## config.mk

```make
export PLATFORM = sky130hd
export DESIGN_NAME = arc_eager_oracle_unit
export DESIGN_NICKNAME = d
export VERILOG_FILES = /design/src/sv/aeo_pkg.sv /design/src/sv/aeo_stack.sv /design/src/sv/aeo_tok_store.sv /design/src/sv/aeo_seq.sv /design/src/sv/arc_eager_oracle_unit.sv
export SDC_FILE = /design/constraint.sdc
export NUM_CORES = 1
export LEC_CHECK = 0
export ABC_AREA = 1
export BUFFER_PORTS_ARGS = -buffer_cell sky130_fd_sc_hd__buf_4
export CELL_PAD_IN_SITES_DETAIL_PLACEMENT = 1
export CELL_PAD_IN_SITES_GLOBAL_PLACEMENT = 1
export CORE_MARGIN = 2
export CORE_UTILIZATION = 47
export CTS_CLUSTER_DIAMETER = 50
export DETAILED_ROUTE_END_ITERATION = 7
export GPL_ROUTABILITY_DRIVEN = 0
export PLACE_DENSITY = 0.8
export SYNTH_ARGS = -nofsm -noshare
export SYNTH_HDL_FRONTEND = slang
export SYNTH_SLANG_ARGS = --single-unit
```

## constraint.sdc

```tcl
create_clock -name clk -period 3 [get_ports clk]
set_input_delay 0.6 -clock clk [delete_from_list [all_inputs] [get_ports clk]]
set_output_delay 0.6 -clock clk [all_outputs]
set_load 0.05 [all_outputs]
```

## src/sv/aeo_pkg.sv

```systemverilog
// ----------------------------------------------------------------------------
// aeo_pkg
// Shared types and constants for the arc-eager oracle unit: channel payloads,
// action codes, sequencer states and the command/status bundles between parts.
// ----------------------------------------------------------------------------
package aeo_pkg;

  localparam int MAX_TOKENS_DEF = 32;
  localparam int TOK_W          = 5;
  localparam int HEAD_W         = 6;
  localparam int LABEL_W        = 8;

  typedef enum logic [1:0] {
    ACT_SHIFT  = 2'd0,
    ACT_REDUCE = 2'd1,
    ACT_LEFT   = 2'd2,
    ACT_RIGHT  = 2'd3
  } action_t;

  typedef struct packed {
    logic signed [HEAD_W-1:0] gold_head;
    logic [LABEL_W-1:0]       gold_label;
    logic                     is_last;
  } tok_item_t;

  typedef struct packed {
    action_t            action;
    logic [LABEL_W-1:0] arc_label;
    logic               end_of_run;
  } act_item_t;

  typedef struct packed {
    logic      valid;
    act_item_t item;
  } emit_t;

  typedef enum logic [2:0] {
    ST_IDLE,
    ST_TOP,
    ST_TOPW,
    ST_WALK,
    ST_FLUSH
  } state_t;

  typedef struct packed {
    logic             push;
    logic             pop;
    logic             clear;
    logic [TOK_W-1:0] wdata;
  } stack_cmd_t;

  typedef struct packed {
    logic               info_we;
    logic [TOK_W-1:0]   info_addr;
    logic [HEAD_W-1:0]  info_gold;
    logic [LABEL_W-1:0] info_label;
    logic               head_we;
    logic [TOK_W-1:0]   head_addr;
    logic [TOK_W-1:0]   head_data;
    logic               clear_heads;
    logic [TOK_W-1:0]   raddr;
  } tok_cmd_t;

  typedef struct packed {
    logic               head_valid;
    logic [TOK_W-1:0]   head;
    logic [HEAD_W-1:0]  gold;
    logic [LABEL_W-1:0] label;
  } tok_rd_t;

endpackage

```

## src/sv/aeo_stack.sv

```systemverilog
// ----------------------------------------------------------------------------
// aeo_stack
// Token stack: a synchronous memory with a size counter. The entry below the
// size counter is read every cycle and shows up on top in the next cycle.
// ----------------------------------------------------------------------------
module aeo_stack import aeo_pkg::*; #(
  parameter int  MAX_TOKENS = MAX_TOKENS_DEF,
  localparam int IDX_W      = (MAX_TOKENS > 1) ? $clog2(MAX_TOKENS) : 1,
  localparam int SP_W       = $clog2(MAX_TOKENS + 1)
) (
  input  logic             clk,
  input  logic             rst,
  input  stack_cmd_t       cmd,
  output logic [SP_W-1:0]  sp,
  output logic [TOK_W-1:0] top
);

  logic [IDX_W-1:0] mem [MAX_TOKENS];
  logic [IDX_W-1:0] top_q;
  logic [SP_W-1:0]  sp_dec;
  logic [IDX_W-1:0] rd_addr;

  assign sp_dec  = sp - SP_W'(1);
  assign rd_addr = (sp == '0) ? '0 : sp_dec[IDX_W-1:0];
  assign top     = TOK_W'(top_q);

  always_ff @(posedge clk) begin
    if (cmd.push) begin
      mem[sp[IDX_W-1:0]] <= cmd.wdata[IDX_W-1:0];
    end
    top_q <= mem[rd_addr];
  end

  always_ff @(posedge clk) begin
    if (rst) begin
      sp <= '0;
    end else if (cmd.clear) begin
      sp <= '0;
    end else if (cmd.push) begin
      sp <= sp + SP_W'(1);
    end else if (cmd.pop) begin
      sp <= sp_dec;
    end
  end

endmodule

```

## src/sv/aeo_tok_store.sv

```systemverilog
// ----------------------------------------------------------------------------
// aeo_tok_store
// Per-token store: gold head and label memory, assigned head memory with a
// valid bit per token. Both memories share one read address; their data is
// registered and appears in the next cycle.
// ----------------------------------------------------------------------------
module aeo_tok_store import aeo_pkg::*; #(
  parameter int  MAX_TOKENS = MAX_TOKENS_DEF,
  localparam int IDX_W      = (MAX_TOKENS > 1) ? $clog2(MAX_TOKENS) : 1
) (
  input  logic     clk,
  input  logic     rst,
  input  tok_cmd_t cmd,
  output tok_rd_t  rd
);

  logic [HEAD_W+LABEL_W-1:0] info [MAX_TOKENS];
  logic [IDX_W-1:0]          heads [MAX_TOKENS];
  logic [MAX_TOKENS-1:0]     head_vld;
  logic [HEAD_W+LABEL_W-1:0] info_q;
  logic [IDX_W-1:0]          head_q;
  logic                      vld_q;
  logic [IDX_W-1:0]          raddr;

  assign raddr = cmd.raddr[IDX_W-1:0];

  always_ff @(posedge clk) begin
    if (cmd.info_we) begin
      info[cmd.info_addr[IDX_W-1:0]] <= {cmd.info_gold, cmd.info_label};
    end
    if (cmd.head_we) begin
      heads[cmd.head_addr[IDX_W-1:0]] <= cmd.head_data[IDX_W-1:0];
    end
    info_q <= info[raddr];
    head_q <= heads[raddr];
  end

  // clear all heads at sentence start
  always_ff @(posedge clk) begin
    if (rst) begin
      head_vld <= '0;
      vld_q    <= 1'b0;
    end else begin
      if (cmd.clear_heads) begin
        head_vld <= '0;
      end else if (cmd.head_we) begin
        head_vld[cmd.head_addr[IDX_W-1:0]] <= 1'b1;
      end
      vld_q <= head_vld[raddr];
    end
  end

  assign rd.head_valid = vld_q;
  assign rd.head       = TOK_W'(head_q);
  assign rd.gold       = info_q[HEAD_W+LABEL_W-1:LABEL_W];
  assign rd.label      = info_q[LABEL_W-1:0];

endmodule

```

## src/sv/aeo_seq.sv

```systemverilog
// ----------------------------------------------------------------------------
// aeo_seq
// Oracle sequencer: takes one token, reads the stack top, walks its head
// chain through the token store and emits one action per decision; after
// the last token of a sentence it drains the stack with reduces.
module aeo_seq import aeo_pkg::*; #(
  parameter int  MAX_TOKENS = MAX_TOKENS_DEF,
  localparam int IDX_W      = (MAX_TOKENS > 1) ? $clog2(MAX_TOKENS) : 1,
  localparam int SP_W       = $clog2(MAX_TOKENS + 1)
) (
  input  logic             clk,
  input  logic             rst,
  input  logic             tok_valid,
  output logic             tok_stall,
  input  tok_item_t        tok,
  input  logic             can_emit,
  output emit_t            emit,
  output stack_cmd_t       scmd,
  output tok_cmd_t         tcmd,
  input  logic [SP_W-1:0]  sp,
  input  logic [TOK_W-1:0] stop,
  input  tok_rd_t          rd
);

  state_t             state, state_next;
  logic [IDX_W-1:0]   ntok, ntok_next;
  logic [IDX_W-1:0]   beta;
  logic               g_root;
  logic [TOK_W-1:0]   g_val;
  logic [LABEL_W-1:0] cur_label;
  logic               last;
  logic [TOK_W-1:0]   s;
  logic [TOK_W-1:0]   t, t_next;
  logic               accept;
  logic               done;
  logic [TOK_W-1:0]   beta_t;
  logic               chain_hit;

  assign beta_t    = TOK_W'(beta);
  assign chain_hit = !rd.gold[HEAD_W-1] && (rd.gold[TOK_W-1:0] == beta_t);

  always_ff @(posedge clk) begin
    if (rst) begin
      state <= ST_IDLE;
      ntok  <= '0;
    end else begin
      state <= state_next;
      ntok  <= ntok_next;
    end
  end

  always_ff @(posedge clk) begin
    if (accept) begin
      beta      <= ntok;
      g_root    <= tok.gold_head[HEAD_W-1];
      g_val     <= tok.gold_head[TOK_W-1:0];
      cur_label <= tok.gold_label;
      last      <= tok.is_last || (ntok == IDX_W'(MAX_TOKENS - 1));
    end
    if (state == ST_TOPW) begin
      s <= stop;
    end
    t <= t_next;
  end

  always_comb begin
    state_next = state;
    ntok_next  = ntok;
    t_next     = t;
    emit       = '0;
    scmd       = '0;
    tcmd       = '0;
    tcmd.raddr = t;
    tok_stall  = (state != ST_IDLE);
    accept     = 1'b0;
    done       = 1'b0;
    unique case (state)
      ST_IDLE: begin
        if (tok_valid) begin
          accept           = 1'b1;
          scmd.clear       = (ntok == '0);
          tcmd.clear_heads = (ntok == '0);
          tcmd.info_we     = 1'b1;
          tcmd.info_addr   = TOK_W'(ntok);
          tcmd.info_gold   = tok.gold_head;
          tcmd.info_label  = tok.gold_label;
          state_next       = ST_TOP;
        end
      end
      ST_TOP: begin
        if (sp == '0) begin
          if (can_emit) begin
            emit.valid       = 1'b1;
            emit.item.action = ACT_SHIFT;
            scmd.push        = 1'b1;
            scmd.wdata       = beta_t;
            done             = 1'b1;
          end
        end else begin
          state_next = ST_TOPW;
        end
      end
      ST_TOPW: begin
        tcmd.raddr = stop;
        t_next     = stop;
        state_next = ST_WALK;
      end
      ST_WALK: begin
        if (rd.head_valid) begin
          // advance one link down the chain
          tcmd.raddr = rd.head;
          t_next     = rd.head;
        end else if (can_emit) begin
          emit.valid = 1'b1;
          if (chain_hit) begin
            scmd.pop   = 1'b1;
            state_next = ST_TOP;
            if (t == s) begin
              emit.item.action    = ACT_LEFT;
              emit.item.arc_label = rd.label;
              tcmd.head_we        = 1'b1;
              tcmd.head_addr      = t;
              tcmd.head_data      = beta_t;
            end else begin
              emit.item.action = ACT_REDUCE;
            end
          end else if (g_root || (g_val > beta_t)) begin
            emit.item.action = ACT_SHIFT;
            scmd.push        = 1'b1;
            scmd.wdata       = beta_t;
            done             = 1'b1;
          end else if (g_val == s) begin
            emit.item.action    = ACT_RIGHT;
            emit.item.arc_label = cur_label;
            tcmd.head_we        = 1'b1;
            tcmd.head_addr      = beta_t;
            tcmd.head_data      = s;
            scmd.push           = 1'b1;
            scmd.wdata          = beta_t;
            done                = 1'b1;
          end else begin
            emit.item.action = ACT_REDUCE;
            scmd.pop         = 1'b1;
            state_next       = ST_TOP;
          end
        end
      end
      ST_FLUSH: begin
        if (can_emit) begin
          emit.valid           = 1'b1;
          emit.item.action     = ACT_REDUCE;
          emit.item.end_of_run = (sp == SP_W'(1));
          scmd.pop             = 1'b1;
          if (sp == SP_W'(1)) begin
            state_next = ST_IDLE;
          end
        end
      end
      default: begin
        state_next = ST_IDLE;
      end
    endcase

    // token placed on the stack: close it out or drain the sentence
    if (done) begin
      emit.item.end_of_run = !last;
      ntok_next            = last ? '0 : beta + IDX_W'(1);
      state_next           = last ? ST_FLUSH : ST_IDLE;
    end
  end

endmodule

```

## src/sv/arc_eager_oracle_unit.sv

```systemverilog
// ----------------------------------------------------------------------------
// arc_eager_oracle_unit
// Streaming arc-eager static oracle: tokens in, parser actions out.
// ----------------------------------------------------------------------------
// Input channel tok: one transaction per token (gold head, label, last flag).
// Output channel act: one transaction per action; end_of_run marks the last
// action a token causes. A token is taken only while the previous one is
// fully decided, so tokens go through one at a time.
// Per token: the sequencer accepts it, then for each action shifts at once
// when the stack is empty, otherwise reads the stack top (ST_TOP, then ST_TOPW)
// and walks the head chain in ST_WALK, one registered token-store read per
// link, before it decides. Trailing reduces after the last token come from
// ST_FLUSH. The first action goes into the output register from ST_TOP when
// the stack is empty, otherwise after the stack-top read and the chain walk.
// A one-entry output register holds the current action; while it is full and
// act_stall is high the sequencer holds its next action, and the next token is
// accepted as soon as the final action of a token sits in that register.
// Reset clears the stack, the token counter and all assigned heads; a new
// sentence also clears them when its first token is accepted.
// ----------------------------------------------------------------------------
module arc_eager_oracle_unit import aeo_pkg::*; #(
  parameter int MAX_TOKENS = MAX_TOKENS_DEF
) (
  input  logic      clk,
  input  logic      rst,
  input  logic      tok_valid,
  output logic      tok_stall,
  input  tok_item_t tok,
  output logic      act_valid,
  input  logic      act_stall,
  output act_item_t act
);

  localparam int SP_W = $clog2(MAX_TOKENS + 1);

  emit_t            emit;
  stack_cmd_t       scmd;
  tok_cmd_t         tcmd;
  tok_rd_t          rd;
  logic [SP_W-1:0]  sp;
  logic [TOK_W-1:0] stop;
  logic             can_emit;

  assign can_emit = !act_valid || !act_stall;

  aeo_stack #(.MAX_TOKENS(MAX_TOKENS)) u_stack (
    .clk (clk),
    .rst (rst),
    .cmd (scmd),
    .sp  (sp),
    .top (stop)
  );

  aeo_tok_store #(.MAX_TOKENS(MAX_TOKENS)) u_store (
    .clk (clk),
    .rst (rst),
    .cmd (tcmd),
    .rd  (rd)
  );

  aeo_seq #(.MAX_TOKENS(MAX_TOKENS)) u_seq (
    .clk       (clk),
    .rst       (rst),
    .tok_valid (tok_valid),
    .tok_stall (tok_stall),
    .tok       (tok),
    .can_emit  (can_emit),
    .emit      (emit),
    .scmd      (scmd),
    .tcmd      (tcmd),
    .sp        (sp),
    .stop      (stop),
    .rd        (rd)
  );

  always_ff @(posedge clk) begin
    if (rst) begin
      act_valid <= 1'b0;
    end else if (emit.valid) begin
      act_valid <= 1'b1;
    end else if (!act_stall) begin
      act_valid <= 1'b0;
    end
  end

  always_ff @(posedge clk) begin
    if (emit.valid) begin
      act <= emit.item;
    end
  end

  a_busy_after_accept: assert property (@(posedge clk) disable iff (rst)
    tok_valid && !tok_stall |=> tok_stall)
    else $error("token accepted while previous token still in flight");

  a_pop_nonempty: assert property (@(posedge clk) disable iff (rst)
    emit.valid && (emit.item.action == ACT_REDUCE || emit.item.action == ACT_LEFT)
      |-> sp != '0)
    else $error("pop action issued on an empty stack");

  a_push_grows: assert property (@(posedge clk) disable iff (rst)
    emit.valid && (emit.item.action == ACT_SHIFT || emit.item.action == ACT_RIGHT)
      |=> sp == $past(sp) + SP_W'(1))
    else $error("shift or right-arc did not push the token");

  a_idle_after_end: assert property (@(posedge clk) disable iff (rst)
    emit.valid && emit.item.end_of_run |=> !tok_stall)
    else $error("sequencer not ready after final action of a token");

endmodule

```

-- Word-level counts from Yosys, hierarchy flattened
Memories as Yosys holds them, arrays and structs flattened. A register that Yosys moved wholly into a read port is not among the register bits.
Index checks and enable logic that the tools add are counted.
- memories kept: 3
- bits in writable memories: 768
- bits of input ports: 19
- logic and storage cells: 146
- register bits after elaboration: 89
- muxes and demuxes: 82
- bitwise operators: 3
- order comparisons: 4
- add/subtract/negate cells: 3
- reductions and logical operators: 17
- equality and inequality tests: 18
- memory list (name ; words ; bits a word ; read ports ; clocked after memory_dff ; wr ports ; RTL line ; text):
    u_store.info ; 32 ; 14 ; 1 ; 1 ; 1 ; aeo_tok_store.sv:17 ; logic [HEAD_W+LABEL_W-1:0] info [MAX_TOKENS];
    u_stack.mem ; 32 ; 5 ; 1 ; 1 ; 1 ; aeo_stack.sv:18 ; logic [IDX_W-1:0] mem [MAX_TOKENS];
    u_store.heads ; 32 ; 5 ; 1 ; 1 ; 1 ; aeo_tok_store.sv:18 ; logic [IDX_W-1:0] heads [MAX_TOKENS];
- operators by type and width (operator ; count):
    $mux 11 ; 9
    $mux 5 ; 10
    $mux 3 ; 14
    $mux 20 ; 2
    $or 32x32->32 ; 1
    $mux 1 ; 27
    $mux 8 ; 3
    $pmux 5 s2 ; 2
    $eq 5x5->1 ; 3
    $ne 3x2->1 const B ; 5
    $pmux 3 s5 ; 1
    $lt 5x6->1 const B ; 2
    $mux 6 ; 2
    $mux 10 ; 1
    $mux 2 ; 5
    $pmux 3 s3 ; 1
    $ne 4x2->1 const B ; 2
    $reduce_and 8->1 ; 1
    $add 6x1->6 const B ; 1
    $eq 3x2->1 const B ; 2
    $eq 6x1->1 const B ; 1
    $logic_not 6->1 ; 1
    $pmux 1 s2 ; 3
    $sub 6x1->6 const B ; 1
    other kinds (20) ; 27

-- Depth between registers and ports, before layout
- depth in word-level cells: 12
- gate-level depth with buffers: 17
- mapped depth without buffers: 15

-- Modules after synthesis
A second synthesis with hierarchy kept.
- cells, all modules: 3382
- area total of the unflattened synthesis: 37184.4 um^2
- by module, submodules not included (module ; times used ; area each (um^2) ; sequential area each (um^2) ; cells each):
    aeo_tok_store ; 1 ; 26680.6 ; 19298.5 ; 2326
    aeo_stack ; 1 ; 7712.4 ; 5024.8 ; 710
    aeo_seq ; 1 ; 2422.3 ; 1011.0 ; 331
    arc_eager_oracle_unit ; 1 ; 369.1 ; 350.3 ; 15

-- Least setup slack after synthesis
Ideal clock, no wire load.
- path kind: input port to flip-flop
- from: input tok_valid
- to: memory u_store.info[4][0] in the netlist's numbering (enable)
- arrival time: 2.654 ns
- setup slack: -0.039 ns
- stages: 5
- cells stage by stage: clkbuf_1 > inv_1 > nor2_2 > nand3_1 > nor2_1
- cells in the longest elaborated chain, start to end: 4
- RTL lines (item ; RTL line ; text):
    from (decl) ; arc_eager_oracle_unit.sv:26 ; input logic tok_valid,
    $mux 20 (*) ; aeo_seq.sv:79 ; if (tok_valid) begin
    $mux 20 (*) ; aeo_seq.sv:77 ; unique case (state)
    $mux 1 ; aeo_tok_store.sv:28 ; if (cmd.info_we) begin
    $mux 1 (not written as such) ; aeo_tok_store.sv:29 ; info[cmd.info_addr[IDX_W-1:0]] <= {cmd.info_gold, cmd.info_label};
    to (decl) ; aeo_tok_store.sv:17 ;
Every way passes the cells marked *; elsewhere a longest branch is shown, timed or not.

==> impl_metrics.yaml <==
sta:
  fin_worst_skew_ps: 39.5
  drv_slew: 0
  fin_crit_ps: 2890
  min_period_over_period_pct: 96.3
  fmax_mhz: 346
  tightest_slew_ps: 800
  finalHoldViolCount: 0
  slew_headroom_pct: 46.7
  rsz0062_at_grt: "yes"
  setup-violations-final: 0
final_layout:
  final_common_cell: "edfxtp_1"
  nNetsFinal: 3355
  final_core_util_pct: 54.6
  design_area_mm2: 0.0425
  final_cell_mix: "edfxtp_1, nand2_1, nor2_1"
  syn_to_final_growth_pct: 14.6
  fillers: 7922
  drive_gt1_share_pct: 17.2
clocking:
  cts_buffer_depth: 3
  clk_latency_ps: 670
  numCtsBuffers: 93
  cts-root-buf: "clkbuf_16"
  path_clk_slew_ps: 60
  cts-hold-fix-buffers: 0
  cts_num_sinks: 881
  cts_tree: "done"
  htreeDepth: 3
detailed_routing:
  avgViaCountPerCell: 5.79
  wl_per_cell_um: 24.3
  drt_first_iter_violations: 2447
  vias: 25800
  drtAntennaViolNets: 0
  wl_mm: 108
  first_pass_iters: 5
  drc: 0
grt:
  grt_max_degree: 126
  grt_antenna_before_repair: 0
  overflow: 0
  grt_pass1_wl_mm: 164
  grt_pass1_vias: 27600
  grt_usage_pct: 26.4
synthesis:
  synth_seq_cells: 881
  synth_area_mm2: 0.0370
  ys_types: 41
  syn-num-nets: 3275
  syn_area_per_cell_um2: 11.4
  yosysSeqAreaShare_pct: 69.3
  synth_edf_count: 804
  yosysWarnings: 0
  synthFlopType: "edfxtp_1"
  async_reset_ff_share_pct: 0
  syn_inst: 3246
critical_path:
  worstPathArrival_ps: 3230
  crit_path_start_kind: "register"
  crit_path_max_fanout: 33
  end_kind: "register"
  cpPeakStageDelay_ps: 420
  path_cells: "ha_1, nand2_1, nor2_1, nand2_1, a21oi_1, buf_4, nand2_1, nand3_1, nand2_2, inv_1, nor2_2, buf_4"
  critPathKind: "register to register"
  crit_top_cell: "nand2_1"
  worstRegToRegCells: 12
  cp_slowest_cell: "edfxtp_1"
  cp.required_ps: 3340
floorplan:
  dieWidth_um: 285
  ioPinCount: 32
  start_util_pct: 47.7
  core_mm2: 0.0777
  fp.dieH_um: 285
  rows: 102
  die_area_mm2: 0.0811
placed_design:
  portBuffers: 31
  detailed_place.area_mm2: 0.0391
  hpwl_mm: 66.4
min_path:
  holdCritPathClass: "input port to register"
  min_delay_path_depth: 1
power:
  power.leakage_nw: 15.4
  p_per_area_mw_per_mm2: 1180
  ir_drop_mv: 1.05
flow_run:
  maxCapViolations: 0
run_status:
  outcome: "finished, final reports clean"
-- area by class of cell --
type / count / area, µm² / area share, %
diodes: 1 / 2.50 / 0.00589
inverters: 248 / 940 / 2.21
repair buffers: 164 / 1570 / 3.70
multi-input cells: 1938 / 9840 / 23.2
well taps: 1040 / 1300 / 3.07
flip-flops and latches: 881 / 25700 / 60.5
clock inverters: 54 / 536 / 1.26
clock buffers: 120 / 2570 / 6.06
-- Yosys cell counts (2+ instances only) --
cell | instances | area share (%)
nor2_2 | 9 | 0.15
nor3_2 | 4 | 0.11
nor3_1 | 7 | 0.095
nor2_4 | 7 | 0.21
a21oi_1 | 53 | 0.72
edfxtp_1 | 804 | 65
xor2_1 | 8 | 0.19
buf_2 | 77 | 1.0
nor2_1 | 416 | 4.2
o21ai_0 | 194 | 2.6
o21ai_1 | 20 | 0.27
inv_2 | 10 | 0.10
o211ai_1 | 200 | 4.1
dfxtp_1 | 77 | 4.2
nand4_1 | 7 | 0.12
or2_2 | 138 | 2.3
nand3_1 | 344 | 4.6
buf_6 | 15 | 0.46
clkbuf_1 | 78 | 0.79
nand2_2 | 7 | 0.12
inv_1 | 236 | 2.4
a31oi_1 | 2 | 0.034
buf_4 | 2 | 0.041
clkbuf_2 | 2 | 0.027
buf_1 | 5 | 0.051
a22oi_1 | 5 | 0.10
ha_1 | 10 | 0.34
o21a_1 | 2 | 0.041
nand2_1 | 489 | 5.0
xnor2_1 | 6 | 0.14
nand2_4 | 2 | 0.061
-- path summary, 6_finish.rpt --
path,from,endpoint,slack [ps]
worst max register to register,u_seq.g_val[4],u_stack.mem[30][0],110
worst min register to register,u_stack.top[3],u_seq.s[3],440
worst max-delay path,u_seq.g_val[4],u_stack.mem[30][0],110
worst min-delay path,tok[1],u_seq.cur_label[0],120
-- kinds of logic (layout without fill, tap and decap cells) --
family | Yosys count | count (layout) | share of synthesized area [%]
and+or+nand+nor | 1433 | 1433 | 17.1
DFF | 881 | 881 | 69.3
AOI/OAI and AO/OA | 481 | 481 | 7.98
xor gates and xnor gates | 14 | 14 | 0.331
adders and majority gates | 10 | 10 | 0.338
buffers and inverters | 427 | 586 | 4.92
other | 0 | 1 | 0
-- sequential cells by signal, indices dropped and copies added, names as in the netlist, 6 cells and up --
signal,flops
act,11
u_seq.cur_label,8
u_stack.mem,160
u_store.head_vld,32
u_store.info_q,14
u_store.info,448
u_stack.sp,6
u_store.heads,160
-- through the flow --
stage / setup WS, ps / std cells / power, mW / TNS, ps / hold WS (ps)
final: 112 / 4446 / 50.0 / 0 / 121
after global routing: -89.8 / 4445 / 52.5 / -13180 / 112
after CTS: -65.8 / 4440 / 49.8 / -2500 / 94.0
after detailed placement: -39.3 / 4266 / 37.8 / -974 / 428
after global placement: 95.1 / 4266 / 36.5 / 0 / 428
after floorplan: 34.8 / 3246 / 30.1 / 0 / 401
-- layer usage --
metal	share of wire (%)	track usage, %
met1	41	34.2
met2	50	44.9
met3	5.9	3.77
met4	3.1	10.3
met5	0	0
-- worst max-delay path: cells and delay by family (launching register included) --
family,cells,cell delay (ps)
buf+inv,3,760
flops,1,420
simple gates,7,860
compound gates,1,190
fa+ha+maj,1,320
-- repair_timing --
action                                  in CTS  in global routing
gates resized for setup                      2                 81
endpoints found under the setup margin      70                475
pin swaps                                    0                  7
setup buffers                                0                  5
-- report_power, final --
group | switching [mW] | total (mW) | internal [mW]
logic | 16.3 | 23.2 | 6.93
registers | 0.457 | 15.1 | 14.7
clock network | 4.87 | 11.7 | 6.78
total | 21.6 | 50.0 | 28.4
No activity file was read; power rests on OpenSTA's default activity.
